File: src/hdl/tlvnp_pkg.sv
package tlvnp_pkg;

    // Descriptors of the fields that update the kept record.
    localparam logic [7:0] DescGpsTime = 8'hD3;
    localparam logic [7:0] DescAntenna = 8'h49;
    localparam logic [7:0] DescFilter  = 8'h10;
    localparam logic [7:0] DescAiding  = 8'h46;

    // Smallest length byte that covers all data a descriptor needs.
    localparam logic [7:0] MinGpsTime = 8'd10;
    localparam logic [7:0] MinAntenna = 8'd19;
    localparam logic [7:0] MinFilter  = 8'd8;
    localparam logic [7:0] MinAiding  = 8'd9;

    // Number of data bytes kept from one field.
    localparam int CapDepth = 17;
    localparam int CapIdxW  = $clog2(CapDepth);

    // Width of the packed result beat.
    localparam int RecordW = 272;

    typedef logic [CapDepth-1:0][7:0] t_cap_bytes;

    // Commit strobes for one beat, with the data bytes of the field as they
    // stand after this beat has been written.
    typedef struct packed {
        logic       gps_time;
        logic       antenna;
        logic       filter;
        logic       aiding;
        t_cap_bytes bytes;
    } t_commit;

endpackage

File: src/hdl/tlvnp_field_walker.sv
module tlvnp_field_walker (
    input  logic                i_clk,
    input  logic                i_rst_n,
    input  logic                i_take,
    input  logic [7:0]          i_byte,
    input  logic                i_last,
    output tlvnp_pkg::t_commit  o_commit
);

    logic [7:0] r_pos, n_pos;
    logic [7:0] r_size, n_size;
    logic [7:0] r_code, n_code;
    logic       r_halted, n_halted;
    logic [7:0] r_cap [tlvnp_pkg::CapDepth];

    logic [7:0]                 size_now;
    logic [7:0]                 code_now;
    logic [7:0]                 pos_inc;
    logic [7:0]                 data_ofs;
    logic                       field_done;
    logic                       wr_en;
    logic [tlvnp_pkg::CapIdxW-1:0] wr_idx;

    assign data_ofs = r_pos - 8'd2;
    assign wr_idx   = data_ofs[tlvnp_pkg::CapIdxW-1:0];
    assign size_now = (r_pos == 8'd0) ? i_byte : r_size;
    assign code_now = (r_pos == 8'd1) ? i_byte : r_code;
    assign pos_inc  = r_pos + 8'd1;

    always_comb begin
        n_pos      = r_pos;
        n_size     = r_size;
        n_code     = r_code;
        n_halted   = r_halted;
        wr_en      = 1'b0;
        field_done = 1'b0;
        if (i_take && !r_halted) begin
            if (r_pos == 8'd0) begin
                if (i_byte == 8'd0) begin
                    n_halted = 1'b1;
                end else begin
                    n_size = i_byte;
                end
            end else if (r_pos == 8'd1) begin
                n_code = i_byte;
            end else if (data_ofs < 8'(tlvnp_pkg::CapDepth)) begin
                wr_en = 1'b1;
            end
            if (!(r_pos == 8'd0 && i_byte == 8'd0)) begin
                if (pos_inc == size_now) begin
                    n_pos      = 8'd0;
                    field_done = (size_now >= 8'd2);
                end else begin
                    n_pos = pos_inc;
                end
            end
        end
        // The end of the payload drops any partial field and a halt.
        if (i_take && i_last) begin
            n_pos    = 8'd0;
            n_size   = 8'd0;
            n_code   = 8'd0;
            n_halted = 1'b0;
        end
    end

    always_comb begin
        // Bytes as seen by a commit: the beat being written counts already.
        for (int k = 0; k < tlvnp_pkg::CapDepth; k++) begin
            o_commit.bytes[k] = (wr_en && wr_idx == tlvnp_pkg::CapIdxW'(k)) ?
                                i_byte : r_cap[k];
        end
        o_commit.gps_time = 1'b0;
        o_commit.antenna  = 1'b0;
        o_commit.filter   = 1'b0;
        o_commit.aiding   = 1'b0;
        unique case (code_now)
            tlvnp_pkg::DescGpsTime: begin
                o_commit.gps_time = field_done && (size_now >= tlvnp_pkg::MinGpsTime);
            end
            tlvnp_pkg::DescAntenna: begin
                o_commit.antenna = field_done && (size_now >= tlvnp_pkg::MinAntenna);
            end
            tlvnp_pkg::DescFilter: begin
                o_commit.filter = field_done && (size_now >= tlvnp_pkg::MinFilter);
            end
            tlvnp_pkg::DescAiding: begin
                o_commit.aiding = field_done && (size_now >= tlvnp_pkg::MinAiding);
            end
            default: begin
            end
        endcase
    end

    always_ff @(posedge i_clk) begin
        if (!i_rst_n) begin
            r_pos    <= 8'd0;
            r_size   <= 8'd0;
            r_code   <= 8'd0;
            r_halted <= 1'b0;
        end else begin
            r_pos    <= n_pos;
            r_size   <= n_size;
            r_code   <= n_code;
            r_halted <= n_halted;
        end
    end

    always_ff @(posedge i_clk) begin
        if (wr_en) begin
            r_cap[wr_idx] <= i_byte;
        end
    end

endmodule

File: src/hdl/tlv_navigation_field_parser.sv
// Channel   Direction  Beat contents
// s_axis    in         tdata[7:0] payload_byte, tlast payload_last
// m_axis    out        tdata[271:0] full navigation record, one beat per payload
//
// A new payload byte is accepted in every cycle in which the result register
// is empty or is being drained in the same cycle.
// The result beat appears in the cycle after the last payload byte is accepted.
// Reset (synchronous, active low) clears the field walker and the kept record.
// A stalled result holds s_axis_tready low until the beat is taken.
module tlv_navigation_field_parser (
    input  logic         i_clk,
    input  logic         i_rst_n,
    input  logic         s_axis_tvalid,
    output logic         s_axis_tready,
    // [7:0] payload_byte
    input  logic [7:0]   s_axis_tdata,
    // payload_last
    input  logic         s_axis_tlast,
    output logic         m_axis_tvalid,
    input  logic         m_axis_tready,
    // [63:0] gps_time_bits, [95:64] antenna_heading_bits,
    // [127:96] heading_uncertainty_bits, [135:128] fix_kind,
    // [151:136] antenna_status, [167:152] antenna_valid,
    // [183:168] filter_mode, [199:184] dynamics_mode, [215:200] filter_status,
    // [247:216] aiding_time_bits, [271:248] aiding_details
    output logic [271:0] m_axis_tdata
);

    logic               take;
    tlvnp_pkg::t_commit commit;

    // Kept record, updated as each wanted field completes.
    logic [63:0] r_gps, n_gps;
    logic [31:0] r_heading, n_heading;
    logic [31:0] r_uncert, n_uncert;
    logic [7:0]  r_fix, n_fix;
    logic [31:0] r_ant_words, n_ant_words;
    logic [47:0] r_filt_words, n_filt_words;
    logic [55:0] r_aiding, n_aiding;

    logic                          r_out_valid;
    logic [tlvnp_pkg::RecordW-1:0] r_out_data;

    assign s_axis_tready = !r_out_valid || m_axis_tready;
    assign take          = s_axis_tvalid && s_axis_tready;

    tlvnp_field_walker u_walker (
        .i_clk    (i_clk),
        .i_rst_n  (i_rst_n),
        .i_take   (take),
        .i_byte   (s_axis_tdata),
        .i_last   (s_axis_tlast),
        .o_commit (commit)
    );

    // Field data is big endian; capture byte 0 is the first data byte.
    always_comb begin
        n_gps        = r_gps;
        n_heading    = r_heading;
        n_uncert     = r_uncert;
        n_fix        = r_fix;
        n_ant_words  = r_ant_words;
        n_filt_words = r_filt_words;
        n_aiding     = r_aiding;
        if (commit.gps_time) begin
            n_gps = {commit.bytes[0], commit.bytes[1], commit.bytes[2], commit.bytes[3],
                     commit.bytes[4], commit.bytes[5], commit.bytes[6], commit.bytes[7]};
        end
        if (commit.antenna) begin
            n_heading   = {commit.bytes[4], commit.bytes[5],
                           commit.bytes[6], commit.bytes[7]};
            n_uncert    = {commit.bytes[8], commit.bytes[9],
                           commit.bytes[10], commit.bytes[11]};
            n_fix       = commit.bytes[12];
            n_ant_words = {commit.bytes[13], commit.bytes[14],
                           commit.bytes[15], commit.bytes[16]};
        end
        if (commit.filter) begin
            n_filt_words = {commit.bytes[0], commit.bytes[1], commit.bytes[2],
                            commit.bytes[3], commit.bytes[4], commit.bytes[5]};
        end
        if (commit.aiding) begin
            n_aiding = {commit.bytes[0], commit.bytes[1], commit.bytes[2], commit.bytes[3],
                        commit.bytes[4], commit.bytes[5], commit.bytes[6]};
        end
    end

    always_ff @(posedge i_clk) begin
        if (!i_rst_n) begin
            r_gps        <= '0;
            r_heading    <= '0;
            r_uncert     <= '0;
            r_fix        <= '0;
            r_ant_words  <= '0;
            r_filt_words <= '0;
            r_aiding     <= '0;
        end else begin
            r_gps        <= n_gps;
            r_heading    <= n_heading;
            r_uncert     <= n_uncert;
            r_fix        <= n_fix;
            r_ant_words  <= n_ant_words;
            r_filt_words <= n_filt_words;
            r_aiding     <= n_aiding;
        end
    end

    // Result register: loaded with the record as it stands after the last byte.
    // The aiding time sits below the aiding details in the beat.
    always_ff @(posedge i_clk) begin
        if (take && s_axis_tlast) begin
            r_out_data <= {n_aiding[23:0], n_aiding[55:24],
                           n_filt_words[15:0], n_filt_words[31:16], n_filt_words[47:32],
                           n_ant_words[15:0], n_ant_words[31:16],
                           n_fix, n_uncert, n_heading, n_gps};
        end
    end

    always_ff @(posedge i_clk) begin
        if (!i_rst_n) begin
            r_out_valid <= 1'b0;
        end else if (take && s_axis_tlast) begin
            r_out_valid <= 1'b1;
        end else if (m_axis_tready) begin
            r_out_valid <= 1'b0;
        end
    end

    assign m_axis_tvalid = r_out_valid;
    assign m_axis_tdata  = r_out_data;

`ifndef NO_ASSERTIONS
    // A result beat only ever follows an accepted last payload byte.
    a_rise_after_last: assert property (@(posedge i_clk) disable iff (!i_rst_n)
        $rose(m_axis_tvalid) |-> $past(take && s_axis_tlast))
        else $error("result beat without a last payload byte");

    // An accepted last byte always leaves a result beat pending.
    a_last_gives_beat: assert property (@(posedge i_clk) disable iff (!i_rst_n)
        take && s_axis_tlast |=> m_axis_tvalid)
        else $error("last payload byte produced no result beat");

    // The input side is held off only by a result beat that is not taken.
    a_ready_only_blocked: assert property (@(posedge i_clk) disable iff (!i_rst_n)
        !s_axis_tready |-> (m_axis_tvalid && !m_axis_tready))
        else $error("input stalled without a blocked result");
`endif

endmodule
File: config.mk
export PLATFORM = sky130hd
export DESIGN_NAME = tlv_navigation_field_parser
export DESIGN_NICKNAME = d
export VERILOG_FILES = /design/src/hdl/tlvnp_pkg.sv /design/src/hdl/tlvnp_field_walker.sv /design/src/hdl/tlv_navigation_field_parser.sv
export SDC_FILE = /design/constraint.sdc
export NUM_CORES = 1
export LEC_CHECK = 0
export CORE_MARGIN = 5
export CORE_UTILIZATION = 30
export CTS_CLUSTER_DIAMETER = 120
export CTS_CLUSTER_SIZE = 20
export DETAILED_ROUTE_END_ITERATION = 7
export DONT_BUFFER_PORTS = 1
export GPL_TIMING_DRIVEN = 0
export RECOVER_POWER = 25
export SLEW_MARGIN = 30
export SYNTH_ARGS = -nofsm -noshare
export SYNTH_HDL_FRONTEND = slang
export SYNTH_SLANG_ARGS = --single-unit
File: constraint.sdc
create_clock -name i_clk -period 8.4 [get_ports i_clk]
set_input_delay 0.42 -clock i_clk [delete_from_list [all_inputs] [get_ports i_clk]]
set_output_delay 0.42 -clock i_clk [all_outputs]
set_load 0.03 [all_outputs]
# Yosys cells after proc, flatten, opt, wreduce, memory -nomap -nowiden
# Memory sizes are Yosys's and may differ from the RTL's.
# Index checks and enable logic that the tools add are counted.
# Widths: inputs -> output; s select.
[classes] bitwise_logic=4 muxes=42 addsub=2 n_div=0 n_eq_ne=22 n_reduce_logical=37 order_cmp=6 n_mul=0 shifts=0
[op_table] cell="$mux 8" count=21
[op_table] cell="$mux 32" count=3
[op_table] cell="$mux 64" count=1
[op_table] cell="$mux 56" count=1
[op_table] cell="$mux 48" count=1
[op_table] cell="$eq 5x4->1 const B" count=8
[op_table] cell="$logic_and 1x1->1" count=25
[op_table] cell="$ge 8x4->1 const B" count=3
[op_table] cell="$eq 5x3->1 const B" count=4
[op_table] cell="$eq 8x7->1 const B" count=2
[op_table] cell="$logic_not 8->1" count=2
[op_table] cell="$mux 1" count=15
[op_table] cell="$eq 5x2->1 const B" count=2
[op_table] cell="$add 8x1->8 const B" count=1
[op_table] cell="$eq 8x1->1 const B" count=1
[op_table] cell="$eq 8x5->1 const B" count=1
[op_table] cell="$eq 8x8->1" count=1
[op_table] cell="$eq 8x8->1 const B" count=1
[op_table] cell="$ge 8x2->1 const B" count=1
[op_table] cell="$ge 8x5->1 const B" count=1
[op_table] cell="$lt 8x5->1 const B" count=1
[op_table] cell="$sub 8x2->8 const B" count=1
[op_table] cell="$reduce_and 3->1" count=2
[op_table] cell="$eq 5x1->1 const B" count=1
[op_table] cell="other kinds (8)" count=13
[word_totals] n_memories=1 mem_bits_rw=136 word_cells=127 register_bits=570 latchBits=0 in_bits=13 output_inout_bits=274 mem_bits_ro=0
[mem_list] name="u_walker.r_cap" words=17 word_bits=8 read_ports=17 rd_clocked_by_memory_dff=0 wr=1 line_no="tlvnp_field_walker.sv:14" text="logic [7:0] r_cap [tlvnp_pkg::CapDepth];"

# Depth between registers and ports, before layout
[depth] ltp_word=9 depth_mapped=13 ltp_nobuf=9

# By module
# From an unflattened synthesis, not the netlist that was laid out.
[hier_totals] cells_unflattened=1753 area_unflattened_um2=27253.6
[modules_own_cells] module="tlv_navigation_field_parser" seq_area_each_um2=13633.1 area_each_um2=19044.5 cells_each=1154 n_inst=1
[modules_own_cells] module="tlvnp_field_walker" seq_area_each_um2=4584.4 area_each_um2=8209.1 cells_each=599 n_inst=1

# Worst setup path after synthesis
# OpenSTA, ideal clock, no wires.
[synth_path] kind="input to register" startpoint="input port m_axis_tready" endpoint="register r_out_data, in the netlist m_axis_tdata[0], enable pin" t_required_ns=7.779 arrival_time_ns=6.166 path_buffers=0 path_slack_ns=1.612 path_stages=3 setup_time_ns=0.621 path_cell_list="nand2b_1 -> nand3_1 -> inv_1"
[synth_between] elab_chain_cells=3
[synth_lines] element="start: declaration" line_no="tlv_navigation_field_parser.sv:20" text="input logic m_axis_tready,"
[synth_lines] element="$logic_or 1x1->1" line_no="tlv_navigation_field_parser.sv:44" text="assign s_axis_tready = !r_out_valid || m_axis_tready;"
[synth_lines] element="$logic_and 1x1->1" line_no="tlv_navigation_field_parser.sv:45" text="assign take = s_axis_tvalid && s_axis_tready;"
[synth_lines] element="$logic_and 1x1->1" line_no="tlv_navigation_field_parser.sv:111" text="if (take && s_axis_tlast) begin"
[synth_lines] element="end signal: assignment" line_no="tlv_navigation_field_parser.sv:112" text="r_out_data <= {n_aiding[23:0], n_aiding[55:24],"
[synth_lines] element="end: declaration" line_no="tlv_navigation_field_parser.sv:42" text="logic [tlvnp_pkg::RecordW-1:0] r_out_data;"
# No other way between the ends.
# A chain may end at the register's enable or synchronous reset.

# Worst setup path in the final report
[layout_path] startpoint="register u_walker.r_pos[0]" endpoint="register r_out_data, in the netlist m_axis_tdata[174], data pin"
[layout_between] elab_chain_cells=9 elab_cells_between_ends=25 classes_between="add/sub: 2; order compare: 3; eq/ne: 4; mux: 12; reduce/logical: 4"
[layout_lines] element="start: declaration" line_no="tlvnp_field_walker.sv:10" text="logic [7:0] r_pos, n_pos;"
[layout_lines] element="start signal: assignment" line_no="tlvnp_field_walker.sv:102" text="r_pos <= n_pos;"
[layout_lines] element="$sub 8x2->8 / $logic_not 8->1 (equally long branches)"
[layout_lines] element="$lt 8x5->1 / $mux 8 (equally long branches)" line_no="tlvnp_field_walker.sv:46, tlvnp_field_walker.sv:26"
[layout_lines] element="$mux 1, or another cell as far along" line_no="tlvnp_field_walker.sv:46" text="end else if (data_ofs < 8'(tlvnp_pkg::CapDepth)) begin"
[layout_lines] element="$mux 1 (on tied branches)" line_no="tlvnp_field_walker.sv:44, tlvnp_field_walker.sv:50"
[layout_lines] element="$mux 1 (on tied branches)" line_no="tlvnp_field_walker.sv:38, tlvnp_field_walker.sv:49"
[layout_lines] element="$mux 1" line_no="tlvnp_field_walker.sv:37" text="if (i_take && !r_halted) begin"
[layout_lines] element="$logic_and 1x1->1 (on tied branches)" line_no="tlvnp_field_walker.sv:70, tlvnp_field_walker.sv:85"
[layout_lines] element="$mux 8 / $mux 1 (equally long branches)" line_no="tlvnp_field_walker.sv:70, tlvnp_field_walker.sv:77"
[layout_lines] element="$mux 48 (*)" line_no="tlv_navigation_field_parser.sv:78" text="if (commit.filter) begin"
[layout_lines] element="named net n_filt_words[38]" line_no="tlv_navigation_field_parser.sv:38" text="logic [47:0] r_filt_words, n_filt_words;"
# Mark *: on every way through the listed nets, which the timed path passes. The rest lies on a longest branch.

==> results by group <==
Global routing
  • Global-route wire length before repair: 129000 um
  • Overflow after GRT: 0
  • Antenna violations before repair: 5
  • Vias in the first global route: 17400
  • Largest net degree at the start of global routing: about 100
  • GRT Util Overall: 16.5%

Timing
  • Final setup skew: roughly 0.036 ns
  • Total Neg Setup Slack: 0 ns
  • WHS: 0.0695 ns
  • Pins Over Slew Limit: ~140
  • Final Critical Period: about 4.5 ns
  • Tcrit/Tclk final: around 53%
  • Slew @ Worst Pin: 1.99 ns
  • Post-route setup slack: ~3.9 ns
  • Final Hold Vio Count: 0
  • Final Setup Violations: 0
  • Max Fclk: approximately 220 MHz
  • RSZ-0062 raised after global routing: no
  • Max_slew headroom: -32.5%

Placement
  • Global placement routability congestion: roughly 0.83
  • Post-DP Area: approximately 32000 sq um
  • Post-detail-place hpwl: a little under 60000 um
  • Place WS: approximately 3.9 ns
  • Number of placed instances, taps included: 3522
  • IO buf count: 0

Synthesis
  • Top cells by area, synth: edfxtp_1 (41%), dfxtp_1 (20%), mux2_2 (12%), mux2i_1 (8.9%), nand2_1 (5.5%)
  • Top post-synthesis cells by count: nand2_1 (437), edfxtp_1 (408), mux2_2 (305), dfxtp_1 (298), mux2i_1 (266)
  • Dominant cell by count in the synthesized netlist: nand2_1
  • #FFs+latches synth: ~700
  • Ys flop type: edfxtp_1
  • Synth warn: 0
  • Number of flops mapped to enable cells by yosys: 408
  • Mapped Area: 29800 sq um
  • Register area share after synthesis: between 60% and 70%
  • Mapped Avg Cell Area: about 13 sq um
  • Net Count, Synth: roughly 2300
  • Synthesized netlist cell count: between 2000 and 2500
  • Share of the synthesized area in the top cell type: around two fifths
  • Area leader, netlist: edfxtp_1
  • Post-synthesis cell type count: 70
  • Async SR Flop Fraction: 0%

Drt
  • Routed len/inst: ~25 um
  • Via/cell ratio: between 4 and 5
  • Residual DRC: 0
  • WL final: 90800 um
  • Detail Route Antenna Nets: 0
  • DR iter-0 viols: 1426
  • Via count: between 15000 and 20000
  • Drt first pass iters: 7

Die
  • Core footprint: a little under 100000 sq um
  • Starting density of the core: between 30% and 40%
  • Ports: between 200 and 300
  • Die width: approximately 330 um
  • Die H: 325 um
  • Die area: approximately 110000 sq um
  • FP Rows: ~120

Flow run
  • Max-cap violations: 8

Setup path
  • Crit path max-delay cell type: nor3_2
  • CP Data Arrival Time: roughly 4.8 ns
  • Crit. Startpoint: u_walker.r_pos[0]
  • Kind of critical path: flip-flop to flip-flop
  • Crit-path max cell delay: about 0.82 ns
  • Crit end category: flip-flop
  • CP delay by family, top: simple AND/OR/NAND/NOR gates
  • Reg-to-reg startpoint: u_walker.r_pos[0]
  • Crit path cell chain: inv_1 > ha_1 > nor4b_2 > buf_4 > a211oi_1 > nand4b_1 > a211oi_2 > o2111ai_1 > nor3_2 > buf_2 > mux2_2
  • Crit path buffers/inverters: 3
  • WP data required: 8.77 ns
  • Maximum fanout along the worst path: 10
  • Setup slack, reg-to-reg: 3.95 ns
  • Worst Setup Start Kind: flip-flop

Clock network
  • CTS tree: done
  • Cts bufs inserted: 43
  • Maximum root-to-sink buffer count: 3
  • Clock slew at reported path FFs: around 0.090 ns
  • # clock sinks: around 710
  • H-tree lvl count: 2
  • Post-cts sizing count: 0
  • Root Driver: clkbuf_16
  • Clk_lat worst skew: just over 0.6 ns

Finish
  • Share of post-route cells with drive strength above 1: around a fifth
  • Final instance count without filler cells: ~3600
  • Fill cells: just under 10000
  • Fin area: roughly 33000 sq um
  • Post-layout nets: 2308
  • Synthesis-to-layout area growth: 10.2%

Outcome
  • Failing checks: max-capacitance violations, max-slew violations
  • Status: finished, violations left

Power
  • Worst VDD drop: around 130 uV
  • Pwr dens: roughly 190 nW/um^2
  • Leakage Power: 12.5 nW

Min path
  • Hold_sp: s_axis_tdata[3]
  • Worst min path class: primary input to flip-flop
==> worst paths after layout <==
kind / depth (start not counted) / end
worst max-delay path: 11 / m_axis_tdata[174]
worst min-delay path: 3 / u_walker.r_halted
worst max register to register: 11 / m_axis_tdata[174]
worst min register to register: 2 / r_filt_words[16]
==> layer usage <==
metal / up-vias / track usage, % / wire [um]
li1: 8191 / - / -
met1: 8914 / 22.4 / 41000
met2: 494 / 27.0 / 42800
met3: 90 / 3.25 / 4990
met4: 0 / 4.14 / 2020
met5: - / 0 / 0
==> state kept, by name, indices dropped and copies added, names as in the netlist <==
name	flops
m_axis_tdata	272
r_gps	64
r_heading	32
r_aiding	56
u_walker.r_cap	136
u_walker.r_pos	8
r_ant_words	32
r_fix	8
r_uncert	32
m_axis_tvalid	1
r_filt_words	48
u_walker.r_code	8
u_walker.r_size	8
u_walker.r_halted	1
==> worst register-to-register path, stage by stage, from the launching register on <==
cell and delay [ns]:
dfxtp_1 0.41, inv_1 0.17, ha_1 0.39, nor4b_2 0.34, buf_4 0.23, a211oi_1 0.08
nand4b_1 0.20, a211oi_2 0.33, o2111ai_1 0.31, nor3_2 0.82, buf_2 0.49, mux2_2 0.42
==> layout by cell type, fill, tap and decap left out, drive strengths merged, types with 7 or more instances in the layout <==
cell type,instances
nand2,438
edfxtp,408
mux2,396
dfxtp,298
mux2i,266
clkbuf,146
buf,82
a21oi,38
nor2,33
nand3,31
and3,22
nand4,20
inv,18
nor3,15
o31ai,14
ha,7
xnor2,7
nor4,7
==> kinds of logic after synthesis <==
family,synth area share [%]
buf+inv,2.91
flops,61.1
compound gates,2.02
simple gates,9.14
mux,24.2
xor+xnor,0.294
fa+ha+maj,0.294
==> cell type report <==
cell class | instances | area [sq um] | area share (%)
Tap cell | 1287 | 1610 | 4.91
Timing Repair Buffer | 11 | 113 | 0.343
Clock buffer | 71 | 1180 | 3.60
Buffer | 146 | 837 | 2.55
Clock inverter | 8 | 93.8 | 0.286
Multi-Input combinational cell | 1369 | 10700 | 32.7
Antenna cell | 1 | 2.50 | 0.00762
Sequential cell | 706 | 18200 | 55.5
Inverter | 11 | 48.8 | 0.149
==> power breakdown <==
group,total (W),switching (W),internal [W]
Sequential,0.00381,0.000116,0.00369
Clock,0.00222,0.00122,0.000992
Combinational,0.000241,0.000196,0.0000456
==> stage by stage <==
step           util, %  total power [W]
5_1_grt           33.4          0.00650
4_1_cts           33.5          0.00636
6_report          33.4          0.00627
2_1_floorplan        -          0.00402
3_5_place_dp      32.0          0.00411
3_3_place_gp      31.9          0.00413
==> repair_timing <==
action                    4_1_cts  5_1_grt
buffers inserted                0        0
hold buffers                    8        0
hold endpoints to repair      136        0
(Power assumes the default switching activity.)
